### src/sv/mfp_pkg.sv
package mfp_pkg;

    typedef enum logic [2:0] {
        MODE_NORMAL = 3'd0,
        MODE_PCT    = 3'd1,
        MODE_DEC    = 3'd2,
        MODE_HEX    = 3'd3,
        MODE_STR    = 3'd4
    } mode_t;

    typedef enum logic [1:0] {
        CMD_FMT = 2'd0,
        CMD_INT = 2'd1,
        CMD_STR = 2'd2
    } cmd_t;

    typedef enum logic [1:0] {
        N_IDLE,
        N_SIGN,
        N_CONV,
        N_EMIT
    } num_state_t;

    typedef enum logic [1:0] {
        JOB_NONE,
        JOB_CHAR,
        JOB_NUM
    } job_kind_t;

    localparam logic [7:0] CH_NUL     = 8'h00;
    localparam logic [7:0] CH_PERCENT = 8'h25;
    localparam logic [7:0] CH_MINUS   = 8'h2D;
    localparam logic [7:0] CH_ZERO    = 8'h30;
    localparam logic [7:0] CH_UPPER_A = 8'h41;
    localparam logic [7:0] CH_UPPER_X = 8'h58;
    localparam logic [7:0] CH_LOWER_D = 8'h64;
    localparam logic [7:0] CH_LOWER_I = 8'h69;
    localparam logic [7:0] CH_LOWER_S = 8'h73;
    localparam logic [7:0] CH_LOWER_X = 8'h78;

    typedef struct packed {
        logic [7:0] ch;
        logic       last;
        logic       err;
    } res_t;

    typedef struct packed {
        job_kind_t kind;
        logic      hex;
        res_t      res;
    } job_t;

    typedef struct packed {
        logic valid;
        res_t res;
    } num_out_t;

    function automatic logic [7:0] digit_char(input logic [3:0] d);
        logic [7:0] c;
        if (d < 4'd10)
        begin
            c = CH_ZERO + {4'b0000, d};
        end
        else
        begin
            c = CH_UPPER_A + {4'b0000, d} - 8'd10;
        end
        return c;
    endfunction

endpackage

### src/sv/mfp_in_if.sv
interface mfp_in_if #(
    parameter int ARG_BITS = 32
);
    logic                valid;
    logic                ready;
    logic [1:0]          cmd;
    logic [7:0]          data_byte;
    logic [ARG_BITS-1:0] arg_value;

    modport source (output valid, output cmd, output data_byte, output arg_value, input ready);
    modport sink   (input valid, input cmd, input data_byte, input arg_value, output ready);
endinterface

### src/sv/mfp_out_if.sv
interface mfp_out_if;
    logic       valid;
    logic       ready;
    logic [7:0] out_char;
    logic       last;
    logic       error;

    modport source (output valid, output out_char, output last, output error, input ready);
    modport sink   (input valid, input out_char, input last, input error, output ready);
endinterface

### src/sv/mfp_ctrl.sv
module mfp_ctrl (
    input  logic          clk,
    input  logic          rst_n,
    input  logic          accept,
    input  logic [1:0]    cmd,
    input  logic [7:0]    data_byte,
    output mfp_pkg::job_t job
);
    import mfp_pkg::*;

    mode_t mode_reg;
    mode_t mode_next;

    always_ff @(posedge clk or negedge rst_n)
    begin
        if (!rst_n)
        begin
            mode_reg <= MODE_NORMAL;
        end
        else if (accept)
        begin
            mode_reg <= mode_next;
        end
    end

    always_comb
    begin
        mode_next    = mode_reg;
        job.kind     = JOB_NONE;
        job.hex      = 1'b0;
        job.res.ch   = data_byte;
        job.res.last = 1'b1;
        job.res.err  = 1'b0;
        case (mode_reg)
            MODE_PCT:
            begin
                if (cmd != CMD_FMT)
                begin
                    job.kind    = JOB_CHAR;
                    job.res.ch  = CH_NUL;
                    job.res.err = 1'b1;
                end
                else if (data_byte inside {CH_LOWER_D, CH_LOWER_I})
                begin
                    mode_next = MODE_DEC;
                end
                else if (data_byte inside {CH_LOWER_X, CH_UPPER_X})
                begin
                    mode_next = MODE_HEX;
                end
                else if (data_byte == CH_LOWER_S)
                begin
                    mode_next = MODE_STR;
                end
                else
                begin
                    mode_next = MODE_NORMAL;
                    job.kind  = JOB_CHAR;
                end
            end
            MODE_DEC, MODE_HEX:
            begin
                if (cmd != CMD_INT)
                begin
                    job.kind    = JOB_CHAR;
                    job.res.ch  = CH_NUL;
                    job.res.err = 1'b1;
                end
                else
                begin
                    mode_next = MODE_NORMAL;
                    job.kind  = JOB_NUM;
                    job.hex   = (mode_reg == MODE_HEX);
                end
            end
            MODE_STR:
            begin
                if (cmd != CMD_STR)
                begin
                    job.kind    = JOB_CHAR;
                    job.res.ch  = CH_NUL;
                    job.res.err = 1'b1;
                end
                else if (data_byte == CH_NUL)
                begin
                    mode_next = MODE_NORMAL;
                end
                else
                begin
                    job.kind = JOB_CHAR;
                end
            end
            default:
            begin
                mode_next = MODE_NORMAL;
                if (cmd != CMD_FMT)
                begin
                    job.kind    = JOB_CHAR;
                    job.res.ch  = CH_NUL;
                    job.res.err = 1'b1;
                end
                else if (data_byte == CH_PERCENT)
                begin
                    mode_next = MODE_PCT;
                end
                else
                begin
                    job.kind = JOB_CHAR;
                end
            end
        endcase
    end

endmodule

### src/sv/mfp_num.sv
module mfp_num #(
    parameter int ARG_BITS = 32
) (
    input  logic                clk,
    input  logic                rst_n,
    input  logic                start,
    input  logic                hex,
    input  logic [ARG_BITS-1:0] arg,
    input  logic                grant,
    output mfp_pkg::num_out_t   out_beat,
    output logic                idle
);
    import mfp_pkg::*;

    localparam int DEC_DIGITS = (ARG_BITS * 30103) / 100000 + 1;
    localparam int HEX_DIGITS = (ARG_BITS + 3) / 4;
    localparam int NDIG       = (DEC_DIGITS > HEX_DIGITS) ? DEC_DIGITS : HEX_DIGITS;
    localparam int DW         = NDIG * 4;
    localparam int CW         = $clog2(ARG_BITS);
    localparam int DCW        = $clog2(NDIG);

    num_state_t          state_reg, state_next;
    logic                hex_reg, hex_next;
    logic                seen_reg, seen_next;
    logic [ARG_BITS-1:0] bin_reg, bin_next;
    logic [DW-1:0]       dig_reg, dig_next;
    logic [CW-1:0]       bit_cnt_reg, bit_cnt_next;
    logic [DCW-1:0]      dig_cnt_reg, dig_cnt_next;

    logic                neg;
    logic [ARG_BITS-1:0] mag;
    logic [DW-1:0]       dab;
    logic [3:0]          nib;
    logic                show;

    assign neg  = !hex && arg[ARG_BITS-1];
    assign mag  = neg ? ARG_BITS'(~arg + 1'b1) : arg;
    assign nib  = dig_reg[DW-1 -: 4];
    assign show = seen_reg || (nib != 4'd0) || (dig_cnt_reg == '0);
    assign idle = (state_reg == N_IDLE);

    always_comb
    begin
        for (int i = 0; i < NDIG; i++)
        begin
            dab[4*i +: 4] = (dig_reg[4*i +: 4] >= 4'd5) ? dig_reg[4*i +: 4] + 4'd3
                                                        : dig_reg[4*i +: 4];
        end
    end

    always_ff @(posedge clk or negedge rst_n)
    begin
        if (!rst_n)
        begin
            state_reg <= N_IDLE;
        end
        else
        begin
            state_reg <= state_next;
        end
    end

    always_ff @(posedge clk)
    begin
        hex_reg     <= hex_next;
        seen_reg    <= seen_next;
        bin_reg     <= bin_next;
        dig_reg     <= dig_next;
        bit_cnt_reg <= bit_cnt_next;
        dig_cnt_reg <= dig_cnt_next;
    end

    always_comb
    begin
        state_next        = state_reg;
        hex_next          = hex_reg;
        seen_next         = seen_reg;
        bin_next          = bin_reg;
        dig_next          = dig_reg;
        bit_cnt_next      = bit_cnt_reg;
        dig_cnt_next      = dig_cnt_reg;
        out_beat.valid    = 1'b0;
        out_beat.res.ch   = digit_char(nib);
        out_beat.res.last = (dig_cnt_reg == '0);
        out_beat.res.err  = 1'b0;
        case (state_reg)
            N_IDLE:
            begin
                if (start)
                begin
                    hex_next     = hex;
                    seen_next    = 1'b0;
                    bit_cnt_next = CW'(ARG_BITS - 1);
                    dig_cnt_next = DCW'(NDIG - 1);
                    bin_next     = mag;
                    if (hex)
                    begin
                        dig_next   = DW'(arg);
                        state_next = N_EMIT;
                    end
                    else
                    begin
                        dig_next   = '0;
                        state_next = neg ? N_SIGN : N_CONV;
                    end
                end
            end
            N_SIGN:
            begin
                out_beat.valid    = 1'b1;
                out_beat.res.ch   = CH_MINUS;
                out_beat.res.last = 1'b0;
                if (grant)
                begin
                    state_next = N_CONV;
                end
            end
            N_CONV:
            begin
                dig_next     = {dab[DW-2:0], bin_reg[ARG_BITS-1]};
                bin_next     = {bin_reg[ARG_BITS-2:0], 1'b0};
                bit_cnt_next = bit_cnt_reg - 1'b1;
                if (bit_cnt_reg == '0)
                begin
                    state_next = N_EMIT;
                end
            end
            N_EMIT:
            begin
                out_beat.valid = show;
                if (!show || grant)
                begin
                    dig_next     = {dig_reg[DW-5:0], 4'd0};
                    dig_cnt_next = dig_cnt_reg - 1'b1;
                    seen_next    = seen_reg || show;
                    if (dig_cnt_reg == '0)
                    begin
                        state_next = N_IDLE;
                    end
                end
            end
            default:
            begin
                state_next = N_IDLE;
            end
        endcase
    end

    a_sign_dec_only: assert property (@(posedge clk) disable iff (!rst_n)
        state_reg == N_SIGN |-> !hex_reg)
        else $error("sign stage entered for a hex conversion");

    a_bcd_digit: assert property (@(posedge clk) disable iff (!rst_n)
        (state_reg == N_EMIT && !hex_reg) |-> (dig_reg[DW-1 -: 4] <= 4'd9))
        else $error("decimal digit out of range");

    a_conv_length: assert property (@(posedge clk) disable iff (!rst_n)
        (state_reg == N_CONV && bit_cnt_reg != '0) |=> state_reg == N_CONV)
        else $error("conversion left early");

endmodule

### src/sv/mini_format_print_engine.sv
// Small printf formatter on a beat stream: format bytes, integer arguments and string bytes
// go in, characters come out, the last one of each item marked. An item that gives a single
// beat, an error beat included, passes through the holding stage and then the output register.
// For a hex argument the number unit walks every nibble slot of its NDIG-digit register, one
// a cycle unless a beat waits for room in the holding stage, leading zeros skipped without a
// beat. A decimal argument, preceded by a minus sign beat when negative, goes through the
// bit-serial binary-to-BCD shift register, which takes one argument bit per cycle, followed
// by one digit per cycle out of the same register unless a beat waits for room in the holding
// stage. A new item is taken once the number unit is idle and the one-beat holding stage in
// front of the output register is empty.
module mini_format_print_engine #(
    parameter int ARG_BITS = 32
) (
    input  logic      clk,
    input  logic      rst_n,
    mfp_in_if.sink    items,
    mfp_out_if.source chars
);
    import mfp_pkg::*;

    job_t     job;
    num_out_t num_out;
    logic     num_idle;
    logic     accept;
    logic     load_char;
    logic     load_num;
    logic     out_load;
    logic     pend_space;

    logic     pend_valid_reg, pend_valid_next;
    res_t     pend_reg;
    logic     out_valid_reg, out_valid_next;
    res_t     out_reg;

    assign accept      = items.valid && items.ready;
    assign items.ready = !pend_valid_reg && num_idle;
    assign out_load    = pend_valid_reg && (!out_valid_reg || chars.ready);
    assign pend_space  = !pend_valid_reg || out_load;
    assign load_char   = accept && (job.kind == JOB_CHAR);
    assign load_num    = num_out.valid && pend_space;

    mfp_ctrl u_ctrl (
        .clk       (clk),
        .rst_n     (rst_n),
        .accept    (accept),
        .cmd       (items.cmd),
        .data_byte (items.data_byte),
        .job       (job)
    );

    mfp_num #(
        .ARG_BITS (ARG_BITS)
    ) u_num (
        .clk      (clk),
        .rst_n    (rst_n),
        .start    (accept && (job.kind == JOB_NUM)),
        .hex      (job.hex),
        .arg      (items.arg_value),
        .grant    (pend_space),
        .out_beat (num_out),
        .idle     (num_idle)
    );

    always_comb
    begin
        pend_valid_next = load_char || load_num || (pend_valid_reg && !out_load);
        out_valid_next  = out_load || (out_valid_reg && !chars.ready);
    end

    always_ff @(posedge clk or negedge rst_n)
    begin
        if (!rst_n)
        begin
            pend_valid_reg <= 1'b0;
            out_valid_reg  <= 1'b0;
        end
        else
        begin
            pend_valid_reg <= pend_valid_next;
            out_valid_reg  <= out_valid_next;
        end
    end

    always_ff @(posedge clk)
    begin
        if (load_char)
        begin
            pend_reg <= job.res;
        end
        else if (load_num)
        begin
            pend_reg <= num_out.res;
        end
        if (out_load)
        begin
            out_reg <= pend_reg;
        end
    end

    assign chars.valid    = out_valid_reg;
    assign chars.out_char = out_reg.ch;
    assign chars.last     = out_reg.last;
    assign chars.error    = out_reg.err;

    a_one_source: assert property (@(posedge clk) disable iff (!rst_n)
        !(load_char && num_out.valid))
        else $error("holding stage loaded from two sources");

    a_num_starts: assert property (@(posedge clk) disable iff (!rst_n)
        (accept && job.kind == JOB_NUM) |=> !num_idle)
        else $error("number unit did not start");

    a_pend_holds: assert property (@(posedge clk) disable iff (!rst_n)
        (pend_valid_reg && !out_load) |=> (pend_valid_reg && $stable(pend_reg)))
        else $error("held beat lost or changed");

endmodule
### src/flat_wrapper.sv
// flat-port wrapper written by rule: the top's interface ports become plain ports
module mini_format_print_engine_flat import mfp_pkg::*;
#(
    parameter int ARG_BITS = 32
)
  (clk, rst_n, items_valid, items_cmd, items_data_byte, items_arg_value, items_ready, chars_valid, chars_out_char, chars_last, chars_error, chars_ready);
  mfp_in_if #(.ARG_BITS(ARG_BITS)) items_i ();
  mfp_out_if chars_i ();
  input  logic clk;
  input  logic rst_n;
  input wire logic [$bits(items_i.valid)-1:0] items_valid;
  input wire logic [$bits(items_i.cmd)-1:0] items_cmd;
  input wire logic [$bits(items_i.data_byte)-1:0] items_data_byte;
  input wire logic [$bits(items_i.arg_value)-1:0] items_arg_value;
  output wire logic [$bits(items_i.ready)-1:0] items_ready;
  output wire logic [$bits(chars_i.valid)-1:0] chars_valid;
  output wire logic [$bits(chars_i.out_char)-1:0] chars_out_char;
  output wire logic [$bits(chars_i.last)-1:0] chars_last;
  output wire logic [$bits(chars_i.error)-1:0] chars_error;
  input wire logic [$bits(chars_i.ready)-1:0] chars_ready;
  assign items_i.valid = items_valid;
  assign items_i.cmd = items_cmd;
  assign items_i.data_byte = items_data_byte;
  assign items_i.arg_value = items_arg_value;
  assign items_ready = items_i.ready;
  assign chars_valid = chars_i.valid;
  assign chars_out_char = chars_i.out_char;
  assign chars_last = chars_i.last;
  assign chars_error = chars_i.error;
  assign chars_i.ready = chars_ready;
  mini_format_print_engine #(.ARG_BITS(ARG_BITS)) u_core (.clk(clk), .rst_n(rst_n), .items(items_i), .chars(chars_i));
endmodule
### config.mk
export PLATFORM = sky130hd
export DESIGN_NAME = mini_format_print_engine_flat
export DESIGN_NICKNAME = d
export VERILOG_FILES = /design/src/sv/mfp_pkg.sv /design/src/sv/mfp_in_if.sv /design/src/sv/mfp_out_if.sv /design/src/sv/mfp_ctrl.sv /design/src/sv/mfp_num.sv /design/src/sv/mini_format_print_engine.sv /design/src/flat_wrapper.sv
export SDC_FILE = /design/constraint.sdc
export NUM_CORES = 1
export LEC_CHECK = 0
export BUFFER_PORTS_ARGS = -buffer_cell sky130_fd_sc_hd__buf_2
export CAP_MARGIN = 5
export CORE_ASPECT_RATIO = 1.25
export CORE_UTILIZATION = 29
export CTS_CLUSTER_SIZE = 30
export DETAILED_ROUTE_END_ITERATION = 10
export SYNTH_ARGS = -nofsm -noshare
export SYNTH_HDL_FRONTEND = slang
export SYNTH_SLANG_ARGS = --single-unit
### constraint.sdc
create_clock -name clk -period 7.1 [get_ports clk]
set_input_delay 0.71 -clock clk [delete_from_list [all_inputs] [get_ports clk]]
set_output_delay 0.71 -clock clk [all_outputs]
set_load 0.05 [all_outputs]
==> impl_metrics.csv <==
group,metric,value,unit
power_and_ir_drop,power_density,434,nW/um^2
synth,synthArstFlopShare,0.0642,
cts,cts_tree,"yes",
drt,first_pass_iters,10,
drt,wl,15400,um
final_layout,final_util,0.339,
global_route,grt_pass1_vias,5070,
cts,clock_latency,360,ps
critical_path,r2r-start,"u_core.u_num.state_reg[0]",
final_layout,nets,798,
power_and_ir_drop,leakage,2.97,nW
timing,fin_crit,3460,ps
synth,synth_area,6720,um^2
critical_path,crit_buf_inv,3,
synth,synthFlopType,"edfxtp_1",
timing,setup-violations-final,0,
cts,root_buffer,"clkbuf_16",
critical_path,critical_path_class,"flop to flop",
cts,cts_buffers,9,
global_route,gr-usage-all-layers,0.135,
synth,ys_seq_area_frac,0.480,
place,dp_hpwl,10800,um
min_path,hold_path_class,"input pin to async pin",
synth,postSynthAreaPerCell,9.97,um^2
critical_path,ff2ff_setup_slack,3640,ps
timing,slew_viol_final,0,
critical_path,cp_top_family,"buffers and inverters",
critical_path,r2r_cells,5,
timing,tightest_slew,1200,ps
final_layout,area_delta_synth_final,13.5,%
synth,synth_top_area_frac,0.451,
critical_path,crit_chain,"inv_1 > ha_2 > buf_4 > inv_1 > o21ai_4",
critical_path,r2r-end,"u_core.u_num.bin_reg[25]",
global_route,antenna_found_initial,2,
critical_path,cp_max_fo,85,
timing,rsz0062_at_grt,"false",
cts,cts_hold_buf,0,
final_layout,n_antenna_cell,0,
synth,yosysTopAreaCell,"edfxtp_1",
cts,cts_buffer_depth,2,
critical_path,end_kind,"flop",
critical_path,crit_top_cell,"inv_1",
synth,syn-instance-count,674,
drt,post_drt_via_cell_ratio,5.23,
outcome,violations,"DRC",
floorplan,core-area,22500,um^2
power_and_ir_drop,vdd_drop_max,0.204,mV
floorplan,initial_utilization,0.299,
drt,drc,11,
synth,ys_warn_count,0,
drt,wl_per_cell,15.3,um
critical_path,slowest_delay,1080,ps
place,gp_congestion,0.807,
critical_path,required,7070,ps
floorplan,die_w,138,um
floorplan,rows,61,
timing,timing.fmax,289,MHz
cts,cts_resized,0,
timing,min_period_over_period,0.488,
synth,synth_cell_types,59,
critical_path,arrival,3440,ps
synth,synth_nets,750,
run,drv_cap,0,
cts,path_clk_slew,70,ps
critical_path,startpoint_type,"flop",
floorplan,die_h,172,um
critical_path,slowest_stage,"o21ai_4",
floorplan,num_io_pins,58,
place,portBuffers,57,
final_layout,largest_reg_flops,40,
timing,hold_slack,199,ps
synth,synth_edf_count,101,
global_route,grt_pass1_wl,25700,um
outcome,status,"finished with violations",
timing,maxSlewHeadroom,0.199,
timing,fin_setup_tns,0,ps
global_route,gr-total-overflow,0,
drt,drtIter0Drc,422,
cts,cts-htree-levels,3,
cts,postCtsSetupBuffers,0,
timing,fin_skew,14.1,ps
timing,finalHoldViolCount,0,
synth,synth-seq-cells,109,
drt,antenna_left,0,
final_layout,drive_gt1_frac,0.139,
synth,netlist_top_cells_area,"edfxtp_1, o21ai_0, ha_1",
global_route,grt_max_degree,86,
floorplan,die_area,23800,um^2
cts,cts_sinks,109,
drt,vias,5283,
[layout make-up]
| type | count | area, um^2 |
|---|---|---|
| Clock buffer | 10 | 229 |
| Clock inverter | 6 | 61.3 |
| Fill cell | 2278 | 14900 |
| Inverter | 55 | 206 |
| Multi-Input combinational cell | 484 | 3220 |
| Sequential cell | 109 | 3230 |
| Tap cell | 283 | 354 |
| Timing Repair Buffer | 63 | 330 |
[through the flow]
step | cell area [um^2] | std cells | total power [mW] | worst slack, ps
2_1_floorplan | 6720 | 674 | 2.46 | 1790
3_3_place_gp | 7340 | 994 | 2.80 | 3630
3_5_place_dp | 7340 | 994 | 2.82 | 3550
4_1_cts | 7630 | 1010 | 3.34 | 3570
5_1_grt | 7630 | 1010 | 3.58 | 3310
6_report | 7630 | 1010 | 3.31 | 3640
[cell usage in the layout, fill, tap and decap left out, drive strengths merged, types with 12 or more instances in the layout]
cell type / n
a21oi: 24
a222oi: 21
buf: 63
edfxtp: 101
ha: 30
inv: 56
nand2: 95
nand2b: 22
nor2: 31
o21ai: 78
o31ai: 12
xnor2: 24
xor2: 22
[logic make-up after synthesis]
| family | Yosys count | synth area share |
|---|---|---|
| simple gates | 214 | 0.157 |
| compound gates | 176 | 0.171 |
| flops | 109 | 0.480 |
| buf+inv | 81 | 0.0467 |
| xor+xnor | 46 | 0.0599 |
| fa+ha+maj | 30 | 0.0558 |
| mux | 18 | 0.0292 |
[power breakdown]
part           total [mW]  internal (mW)  switching (mW)
sequential           1.40           1.19           0.210
clock               0.507          0.274           0.233
combinational        1.41          0.510           0.897
[worst reg2reg max path, stage by stage (launching register included)]
cell and delay [ps]:
dfrtp_1 440, inv_1 110, ha_2 160, buf_4 620, inv_1 650, o21ai_4 1080
[how the worst max path moves through the flow]
stage	cells past startpoint	slack, ps	to	start
CTS	5	3570	u_core.u_num.bin_reg[25]	u_core.u_num.state_reg[0]
detailed placement	5	3550	u_core.u_num.bin_reg[24]	u_core.u_num.state_reg[0]
finish	5	3640	u_core.u_num.bin_reg[25]	u_core.u_num.state_reg[0]
global route	5	3310	u_core.u_num.bin_reg[25]	u_core.u_num.state_reg[0]
floorplan	6	1790	u_core.u_num.dig_reg[0]	u_core.u_num.dig_reg[37]
global placement	5	3630	u_core.u_num.bin_reg[22]	u_core.u_num.state_reg[0]
[Yosys cell counts, types with 3 or more instances]
cell and instances:
edfxtp_1 101, nand2_1 95, o21ai_0 77, inv_1 55, nor2_1 31, ha_1 30, a21oi_1 24, xnor2_1 24
nand2b_1 22, xor2_1 22, a222oi_1 21, clkbuf_1 21, o31ai_1 12, a22o_1 10, mux2_2 9, mux2i_1 8
nand3_1 8, nor3_1 8, nor4_1 8, dfrtp_1 7, nor3b_1 7, a21o_1 6, or3_1 6, and2_1 4
nor2b_1 4, o41ai_1 4, and3_1 3, nand3b_1 3
[routing by layer]
metal	up-vias	global-route usage	wire length [um]
li1	2557	-	-
met1	2555	0.165	6910
met2	144	0.237	7420
met3	23	0.0316	866
met4	4	0.0405	234
met5	-	0	18
Power figures use the tool's default switching activity.
